`config.mk`:
```
export PLATFORM = sky130hd
export DESIGN_NAME = countdown_stopwatch_seven_segment_top
export DESIGN_NICKNAME = d
export VERILOG_FILES = /design/src/hw/rtl/csw_pkg.sv /design/src/hw/rtl/csw_disp.sv /design/src/hw/rtl/csw_step.sv /design/src/hw/rtl/countdown_stopwatch_seven_segment_top.sv
export SDC_FILE = /design/constraint.sdc
export NUM_CORES = 1
export LEC_CHECK = 0
export ABC_AREA = 1
export ABC_CLOCK_PERIOD_IN_PS = 6500
export BUFFER_PORTS_ARGS = -buffer_cell sky130_fd_sc_hd__buf_4
export CORE_MARGIN = 1.5
export CORE_UTILIZATION = 50
export DETAILED_ROUTE_END_ITERATION = 16
export PLACE_DENSITY = 0.68
export SLEW_MARGIN = 20
export SYNTH_ARGS = -nofsm -noshare
export SYNTH_HDL_FRONTEND = slang
export SYNTH_SLANG_ARGS = --single-unit
```
`constraint.sdc`:
```
create_clock -name aclk -period 6.5 [get_ports aclk]
set_input_delay 0.975 -clock aclk [delete_from_list [all_inputs] [get_ports aclk]]
set_output_delay 0.975 -clock aclk [all_outputs]
set_load 0.005 [all_outputs]
```
`src/hw/rtl/csw_pkg.sv`:
```
// Shared types, constants and segment encoding for the countdown stopwatch.
package csw_pkg;

    typedef enum logic [2:0] {
        CMD_TICK      = 3'd0,
        CMD_RUN       = 3'd1,
        CMD_STOP      = 3'd2,
        CMD_DISP_ON   = 3'd3,
        CMD_DISP_OFF  = 3'd4,
        CMD_SET_ALL   = 3'd5,
        CMD_SET_SEC   = 3'd6,
        CMD_SET_HUND  = 3'd7
    } csw_cmd_t;

    localparam int unsigned TimeW = 7;

    localparam logic [TimeW-1:0] MinuteReset    = 7'd59;
    localparam logic [TimeW-1:0] SecondReset    = 7'd59;
    localparam logic [TimeW-1:0] HundredthReset = 7'd99;
    localparam logic [TimeW-1:0] SecondWrap     = 7'd59;
    localparam logic [TimeW-1:0] HundredthWrap  = 7'd99;

    localparam int unsigned InDataW  = 24;
    localparam int unsigned OutDataW = 72;

    typedef struct packed {
        logic [TimeW-1:0] minute_count;
        logic [TimeW-1:0] second_count;
        logic [TimeW-1:0] hundredth_count;
        logic             run_request;
        logic             display_enable;
        logic             count_active;
        logic             tick_enable;
        logic [15:0]      shown_high;
        logic [31:0]      shown_low;
    } csw_state_t;

    // Seven-segment code of one decimal digit; digits above nine stay dark.
    function automatic logic [7:0] seg_code(input logic [3:0] digit);
        logic [7:0] code;
        case (digit)
            4'd0:    code = 8'h3F;
            4'd1:    code = 8'h06;
            4'd2:    code = 8'h5B;
            4'd3:    code = 8'h4F;
            4'd4:    code = 8'h66;
            4'd5:    code = 8'h6D;
            4'd6:    code = 8'h7D;
            4'd7:    code = 8'h07;
            4'd8:    code = 8'h7F;
            4'd9:    code = 8'h6F;
            default: code = 8'h00;
        endcase
        return code;
    endfunction

endpackage

```
`src/hw/rtl/csw_disp.sv`:
```
// Splits the time into decimal digits and encodes the segment words.
module csw_disp (
    input  logic [csw_pkg::TimeW-1:0] minutes,
    input  logic [csw_pkg::TimeW-1:0] seconds,
    input  logic [csw_pkg::TimeW-1:0] hundredths,
    output logic [15:0]               word_high,
    output logic [31:0]               word_low
);
    import csw_pkg::*;

    logic [TimeW-1:0] vals [3];
    logic [15:0]      pairs [3];

    assign vals[0] = minutes;
    assign vals[1] = seconds;
    assign vals[2] = hundredths;

    // tens = (v * 205) >> 11 is exact for every 7-bit value
    always_comb begin
        for (int i = 0; i < 3; i++) begin
            logic [14:0] prod;
            logic [3:0]  tens;
            logic [6:0]  units;
            prod  = {8'd0, vals[i]} * 15'd205;
            tens  = prod[14:11];
            units = 7'(vals[i] - 7'({3'd0, tens} * 7'd10));
            pairs[i] = {seg_code(tens), seg_code(units[3:0])};
        end
    end

    assign word_high = pairs[0];
    assign word_low  = {pairs[1], pairs[2]};

endmodule

```
`src/hw/rtl/csw_step.sv`:
```
// Next-state logic for one tick or command item.
module csw_step (
    input  csw_pkg::csw_state_t           cur,
    input  csw_pkg::csw_cmd_t             cmd,
    input  logic [csw_pkg::TimeW-1:0]     new_minutes,
    input  logic [csw_pkg::TimeW-1:0]     new_seconds,
    input  logic [csw_pkg::TimeW-1:0]     new_hundredths,
    output csw_pkg::csw_state_t           nxt
);
    import csw_pkg::*;

    csw_state_t       pre;
    logic             refresh;
    logic             blank;
    logic [15:0]      word_high;
    logic [31:0]      word_low;

    // Update time and flags; the words are settled afterwards
    always_comb begin
        pre     = cur;
        refresh = 1'b0;
        blank   = 1'b0;
        if (cmd == CMD_TICK) begin
            if (cur.tick_enable) begin
                refresh = 1'b1;
                if (!cur.run_request) begin
                    pre.tick_enable  = 1'b0;
                    pre.count_active = 1'b0;
                end
                if (pre.count_active) begin
                    if (cur.hundredth_count != '0) begin
                        pre.hundredth_count = 7'(cur.hundredth_count - 7'd1);
                    end else if (cur.second_count != '0) begin
                        pre.hundredth_count = HundredthWrap;
                        pre.second_count    = 7'(cur.second_count - 7'd1);
                    end else if (cur.minute_count != '0) begin
                        pre.hundredth_count = HundredthWrap;
                        pre.second_count    = SecondWrap;
                        pre.minute_count    = 7'(cur.minute_count - 7'd1);
                    end else begin
                        // borrow out of zero: hold zero and stop ticking
                        pre.hundredth_count = '0;
                        pre.second_count    = '0;
                        pre.minute_count    = '0;
                        pre.tick_enable     = 1'b0;
                    end
                end
            end
        end else begin
            case (cmd)
                CMD_RUN:  pre.run_request = 1'b1;
                CMD_STOP: pre.run_request = 1'b0;
                CMD_DISP_ON: begin
                    pre.display_enable = 1'b1;
                    refresh            = 1'b1;
                end
                CMD_DISP_OFF: begin
                    pre.display_enable = 1'b0;
                    blank              = 1'b1;
                end
                CMD_SET_ALL: begin
                    pre.minute_count    = new_minutes;
                    pre.second_count    = new_seconds;
                    pre.hundredth_count = new_hundredths;
                    refresh             = 1'b1;
                end
                CMD_SET_SEC: begin
                    pre.second_count = new_seconds;
                    refresh          = 1'b1;
                end
                CMD_SET_HUND: begin
                    pre.hundredth_count = new_hundredths;
                    refresh             = 1'b1;
                end
                default: ;
            endcase
            if (pre.run_request) begin
                pre.tick_enable  = 1'b1;
                pre.count_active = 1'b1;
            end
        end
    end

    csw_disp u_disp (
        .minutes    (pre.minute_count),
        .seconds    (pre.second_count),
        .hundredths (pre.hundredth_count),
        .word_high  (word_high),
        .word_low   (word_low)
    );

    always_comb begin
        nxt = pre;
        if (blank) begin
            nxt.shown_high = '0;
            nxt.shown_low  = '0;
        end else if (refresh && pre.display_enable) begin
            nxt.shown_high = word_high;
            nxt.shown_low  = word_low;
        end
    end

endmodule

```
`src/hw/rtl/countdown_stopwatch_seven_segment_top.sv`:
```
// Top level of the countdown stopwatch with seven-segment output words.
//
// Usage: each item on the s_ channel is a tick or a command. s_tuser carries
// the command code (tick, run, stop, display on/off, set all, set seconds,
// set hundredths); s_tdata carries the new minutes, seconds and hundredths
// used by the set commands. Every item yields exactly one result item on the
// m_ channel: the shown segment words, the time after the item and the
// counting and ticking flags.
//
// Pipeline: an item is captured in an input register, the step logic works on
// it from there and its result lands in the output register, from which it is
// offered on the m_ channel. Throughput: one item per cycle while results are
// taken, set by the single pass through the step logic; the time state
// updates in that pass.
//
// Reset (aresetn low, synchronous): time goes to 59:59:99, run, display,
// counting and ticking are set, the words are cleared and both stages empty.
// Stall: while m_tready is low a held result keeps its output register; the
// input register still takes one more item, then s_tready drops until the
// result is taken.
module countdown_stopwatch_seven_segment_top (
    input  logic                          aclk,
    input  logic                          aresetn,
    input  logic                          s_tvalid,
    output logic                          s_tready,
    // new_minutes[6:0], new_seconds[13:7], new_hundredths[20:14], zero pad
    input  logic [csw_pkg::InDataW-1:0]   s_tdata,
    // command[2:0]
    input  logic [2:0]                    s_tuser,
    output logic                          m_tvalid,
    input  logic                          m_tready,
    // hex_high[15:0], hex_low[47:16], minutes[54:48], seconds[61:55],
    // hundredths[68:62], counting[69], ticking[70], zero pad
    output logic [csw_pkg::OutDataW-1:0]  m_tdata
);
    import csw_pkg::*;

    // input stage
    logic                    in_valid_reg;
    csw_cmd_t                in_cmd_reg;
    logic [3*TimeW-1:0]      in_time_reg;

    // persistent stopwatch state
    csw_state_t              state_reg;
    csw_state_t              state_next;

    // result stage
    logic                    out_valid_reg;
    csw_state_t              out_reg;

    logic                    advance;

    // advance the input stage when the result stage is empty or being drained
    assign advance  = in_valid_reg && (!out_valid_reg || m_tready);
    assign s_tready = !in_valid_reg || advance;

    csw_step u_step (
        .cur            (state_reg),
        .cmd            (in_cmd_reg),
        .new_minutes    (in_time_reg[TimeW-1:0]),
        .new_seconds    (in_time_reg[2*TimeW-1:TimeW]),
        .new_hundredths (in_time_reg[3*TimeW-1:2*TimeW]),
        .nxt            (state_next)
    );

    // control and state registers
    always_ff @(posedge aclk) begin
        if (!aresetn) begin
            in_valid_reg              <= 1'b0;
            out_valid_reg             <= 1'b0;
            state_reg.minute_count    <= MinuteReset;
            state_reg.second_count    <= SecondReset;
            state_reg.hundredth_count <= HundredthReset;
            state_reg.run_request     <= 1'b1;
            state_reg.display_enable  <= 1'b1;
            state_reg.count_active    <= 1'b1;
            state_reg.tick_enable     <= 1'b1;
            state_reg.shown_high      <= '0;
            state_reg.shown_low       <= '0;
        end else begin
            if (s_tready) begin
                in_valid_reg <= s_tvalid;
            end
            if (advance) begin
                state_reg     <= state_next;
                out_valid_reg <= 1'b1;
            end else if (m_tready) begin
                out_valid_reg <= 1'b0;
            end
        end
    end

    // payload registers: input on acceptance, result on advance, hold otherwise
    always_ff @(posedge aclk) begin
        if (s_tvalid && s_tready) begin
            in_cmd_reg  <= csw_cmd_t'(s_tuser);
            in_time_reg <= s_tdata[3*TimeW-1:0];
        end
        if (advance) begin
            out_reg <= state_next;
        end
    end

    assign m_tvalid = out_valid_reg;
    assign m_tdata  = {1'b0,
                       out_reg.tick_enable,
                       out_reg.count_active,
                       out_reg.hundredth_count,
                       out_reg.second_count,
                       out_reg.minute_count,
                       out_reg.shown_low,
                       out_reg.shown_high};

endmodule
```
Word level (Yosys, flattened, before mapping)
Memories as Yosys holds them, arrays and structs flattened.
Index checks and enable logic that the tools add are counted.
W data, S select, Z words.
Operators by class
  $add $sub $neg: 6
  shift operators: 0
  $lt $le $gt $ge: 0
  multiplexer cells: 34
  reductions and logical operators: 16
  div/mod/pow operators: 0
  equality and inequality tests: 7
  $mul: 6
  bitwise logic cells: 1
Operators with widths (count)
  $mux W48: 2
  $mux W21: 4
  $mul A7 B8 Y15 const B: 3
  $mux W7: 5
  $mux W14: 2
  $reduce_bool A7 Y1: 3
  $sub A7 B1 Y7 const B: 3
  $mux W1: 13
  $eq A3 B3 Y1 const B: 4
  $mul A4 B3 Y3 const B: 3
  $mux W2: 6
  $sub A4 B4 Y4: 3
  $eq A3 B2 Y1 const B: 2
  $pmux W1 S2: 2
  $reduce_or A2 Y1: 2
  $reduce_or A4 Y1: 1
  $eq A3 B1 Y1 const B: 1
  $logic_and A1 B1 Y1: 3
  $logic_not A3 Y1: 1
  $logic_not A1 Y1: 2
  $logic_or A1 B1 Y1: 2
  $reduce_and A2 Y1: 1
  $reduce_bool A2 Y1: 1
  $not A1 Y1: 1
Word-level totals
  flip-flop bits (word level): 170
  memories: 6
  memory bits (read-only): 672
  bits in writable memories: 0
  output and inout port bits: 74
  word-level logic and storage cells: 96
  bits in latches: 0
  input port bits: 31
Memories
  (no name shown): words 16, width 7, read ports 1, clocked after memory_dff 0, wr ports 0, RTL line csw_pkg.sv:41  | case (digit)
  (no name shown): words 16, width 7, read ports 1, clocked after memory_dff 0, wr ports 0, RTL line csw_pkg.sv:41
  (no name shown): words 16, width 7, read ports 1, clocked after memory_dff 0, wr ports 0, RTL line csw_pkg.sv:41
  (no name shown): words 16, width 7, read ports 1, clocked after memory_dff 0, wr ports 0, RTL line csw_pkg.sv:41
  (no name shown): words 16, width 7, read ports 1, clocked after memory_dff 0, wr ports 0, RTL line csw_pkg.sv:41
  (no name shown): words 16, width 7, read ports 1, clocked after memory_dff 0, wr ports 0, RTL line csw_pkg.sv:41

Logic depth before layout (Yosys ltp)
An unclocked memory read counts as a cell.
  word-level depth: 13
  mapped depth: 41
  depth with buffers taken out: 41

Cells and area by module
Synthesis repeated with hierarchy kept, for this count alone.
Unflattened totals
  cells, all modules: 1600
  area total of the unflattened synthesis: 12510.7 um^2
By module, submodules not included
  countdown_stopwatch_seven_segment_top: times used 1, seq. area each 4354.2 um^2, cells an instance 550, area an instance 6072.1 um^2
  csw_disp: times used 1, seq. area each 0.0 um^2, cells an instance 625, area an instance 4361.7 um^2
  csw_step: times used 1, seq. area each 0.0 um^2, cells an instance 425, area an instance 2077.0 um^2

Least setup slack after synthesis
OpenSTA, ideal clock, no wires.
  path kind: register -> register
  from: reg in_cmd_reg[1]
  to: reg out_reg, in the netlist m_tdata[37], data pin
  data required time: 6.246 ns
  path buffers: 3
  stages on the path, launching flop included: 31
  library setup time: 0.254 ns
  period minus slack after synthesis: 6.263 ns
  setup slack: 0.237 ns
  arrival: 6.009 ns
  cell sequence: edfxtp_1 nor2_1 inv_2 nor2_4 inv_2 buf_6 buf_2 buf_1 a32oi_1 inv_1 ha_1 inv_1 fa_1 inv_1 ha_1 inv_1 fa_1 inv_1 ha_1 a21oi_1 a21oi_1 a2111oi_0 o21ai_2 xor2_1 inv_1 fa_1 inv_1 nand2_1 nand3_4 nand3_2 nand2_1
RTL lines
  start, declared: RTL line countdown_stopwatch_seven_segment_top.sv:40  | csw_cmd_t in_cmd_reg;
  start signal, assigned: RTL line countdown_stopwatch_seven_segment_top.sv:96  | in_cmd_reg <= csw_cmd_t'(s_tuser);
  end signal, assigned: RTL line countdown_stopwatch_seven_segment_top.sv:100  | out_reg <= state_next;
  end, declared: RTL line countdown_stopwatch_seven_segment_top.sv:49  | csw_state_t out_reg;

==> run_results.csv <==
group,metric,value,unit
logic_synthesis,synth_compound_area_share,9.97,%
final_layout,multi_input_area,0.00687,mm²
critical_path,cpPeakStageDelay,510,ps
grt,grt_max_degree,90,
critical_path,rr_worst_depth,38,
clock_network,clock_latency,440,ps
final_layout,fillers,2085,
outcome,status,"completed",
final_layout,seqCellArea,0.00435,mm²
logic_synthesis,synthesis.nets,1632,
detailed_routing,drtAntennaViolNets,0,
sta,hold_ws,468,ps
logic_synthesis,async_flop_share,0,%
detailed_routing,drc,0,
grt,grt_use_total,23.4,%
floorplanning,start_util,51.2,%
clock_network,clk_path_buf_depth,2,
sta,setup-tns-final,0,ps
placed_design,gp_congestion,0.887,
critical_path,cp-endpoint,"m_tdata[20]",
logic_synthesis,synth_most_common_cell,"nand2_1",
sta,tightestPinTransition,1010,ps
floorplanning,die_area,0.0251,mm²
critical_path,cp.arrival,6360,ps
logic_synthesis,synth-seq-cells,170,
detailed_routing,routed_wl,27.9,mm
logic_synthesis,synthesis.area,0.0121,mm²
floorplanning,num_rows,56,
grt,grt_pass1_vias,9408,
detailed_routing,first_pass_iters,5,
clock_network,htreeDepth,4,
final_layout,layout.nets,1752,
logic_synthesis,synth_area_leader_cell,"edfxtp_1",
clock_network,cts_sinks,170,
logic_synthesis,yosysWarnings,0,
critical_path,start_kind,"flip-flop",
logic_synthesis,yosysSeqAreaShare,36.0,%
sta,hold_violations,0,
critical_path,r2r-start,"state_reg[66]",
floorplanning,die_h,159,µm
run,max_cap_violations,0,
critical_path,crit_required,6700,ps
power_and_ir_drop,power_density,492,mW/mm²
logic_synthesis,synth_xor_xnor_area_share,0.941,%
critical_path,crit_fanout,6,
grt,antenna_found_initial,0,
grt,grt_first_pass_wirelength,46.1,mm
clock_network,cts_hold_buffers,0,
logic_synthesis,synth_top_family_by_area,"simple AND/OR/NAND/NOR gates",
logic_synthesis,synth_top_area_share,23.6,%
clock_network,cts_tree,"yes",
critical_path,critPathCaptureType,"flip-flop",
logic_synthesis,syn_avg_cell_area,8.40,µm²
sta,finalSetupViolations,0,
detailed_routing,drtIter0Drc,773,
final_layout,utilization,60.1,%
sta,slew_headroom,32.5,%
final_layout,final_cells,1893,
clock_network,numCtsBuffers,17,
sta,fmax,162,MHz
critical_path,critPathKind,"flip-flop to flip-flop",
detailed_routing,viasPerCell,5.20,
logic_synthesis,synth_mux_area_share,0,%
floorplanning,core,0.0236,mm²
placed_design,place_inst,1857,
final_layout,layout-drive-gt1-share,22.0,%
placed_design,portBuffers,100,
logic_synthesis,synth_fa_ha_area_share,18.2,%
logic_synthesis,syn_inst,1441,
final_layout,largest_reg_flops,73,
final_layout,area_growth,17.3,%
critical_path,reg2reg_to,"m_tdata[20]",
logic_synthesis,netlist_top_cells_count,"nand2_1 (263), inv_1 (213), ha_1 (134)",
grt,grt_overflow,0,
sta,finalClockSkew,15.5,ps
detailed_routing,wl_per_cell,14.7,µm
sta,min_period,6160,ps
sta,timing.final.crit_share,94.7,%
clock_network,root_buffer,"clkbuf_16",
floorplanning,ioPinCount,105,
critical_path,crit_top_cell,"nand2_1",
power_and_ir_drop,p_leak,6.99,nW
logic_synthesis,synth_area_leaders,"edfxtp_1 (24%), ha_1 (14%), dfxtp_1 (12%), nand2_1 (8.2%), inv_1 (6.6%)",
sta,slew_violations,0,
critical_path,critPathLaunch,"state_reg[66]",
power_and_ir_drop,ir_drop,262,µV
critical_path,crit_slowest_cell,"fa_1",
floorplanning,fp.dieW,159,µm
clock_network,clkTransAtPathRegs,70,ps
logic_synthesis,synth_edf_count,95,
critical_path,r2r_slack,340,ps
min_path,hold_path_class,"flip-flop to flip-flop",
detailed_routing,vias,9852,
logic_synthesis,yosys.area_share.simple,26.3,%
logic_synthesis,ys.flop_type,"edfxtp_1",
placed_design,dp_hpwl,20.3,mm
logic_synthesis,synth_cell_types,55,
final_layout,insertedDiodeCount,0,
-- layer usage --
layer | track usage [%] | part of all wire, %
met3 | 3.13 | 3.7
met1 | 29.5 | 45
met4 | 4.85 | 0.91
met5 | 0 | 0
met2 | 42.5 | 50
-- final cells by class --
class | instances | share of cell area [%]
multi-input cells | 1003 | 48.4
clock buffers | 17 | 3.00
flip-flops and latches | 170 | 30.7
inverters | 227 | 6.04
repair buffers | 142 | 7.60
clock inverters | 15 | 1.45
well taps | 319 | 2.81
-- worst min-delay path by stage --
| stage | from | endpoint | slack, ps | depth (start not counted) |
|---|---|---|---|---|
| after floorplan | state_reg[50] | state_reg[50] | 440 | 2 |
| after global placement | state_reg[15] | state_reg[15] | 450 | 2 |
| after detailed placement | state_reg[39] | state_reg[39] | 460 | 2 |
| after CTS | state_reg[39] | state_reg[39] | 470 | 2 |
| after global routing | state_reg[50] | state_reg[50] | 490 | 2 |
| final | state_reg[39] | state_reg[39] | 470 | 2 |
-- kinds of logic after synthesis --
logic type      Yosys count
simple gates            630
buf+inv                 268
compound gates          202
flops                   170
fa+ha+maj               160
xor+xnor                 10
other cells               1
-- where the power goes --
| group | total [mW] | switching, mW | internal (mW) |
|---|---|---|---|
| clock network | 1.06 | 0.506 | 0.558 |
| logic | 4.49 | 2.82 | 1.67 |
| registers | 1.42 | 0.0623 | 1.36 |
-- placed cells by master (no fill, tap or decap), drive strengths merged, types with 5 or more instances in the layout --
cell type  instances
clkbuf            17
nand2            312
fa                26
or2                6
nand3b             5
nand3            165
xor2               7
inv              230
clkinv            10
ha               134
edfxtp            95
nor3              10
nand4              6
o21ai             80
dfxtp             75
o211ai            27
a21oi             74
buf              142
nor2             124
-- critical path, delay by kind of cell (launching register included) --
kind	cells	cell delay [ps]
AOI/OAI and AO/OA	2	230
xor gates and xnor gates	1	160
adders and majority gates	8	2680
buffers and inverters	10	890
DFF	1	340
and+or+nand+nor	17	1600
-- per-stage QoR --
step                power, mW  worst slack, ps  area [µm²]
detailed placement       5.79             97.5       13400
CTS                      6.88             55.3       14000
finish                   6.97              343       14200
global route             7.67            -47.6       14200
floorplan                4.74              237       12100
global placement         5.70              176       13400
-- repair_timing --
item,4_1_cts,5_1_grt
setup buffers,0,4
endpoints found under the setup margin,0,56
gates resized for setup,0,39
(Power assumes the default switching activity.)
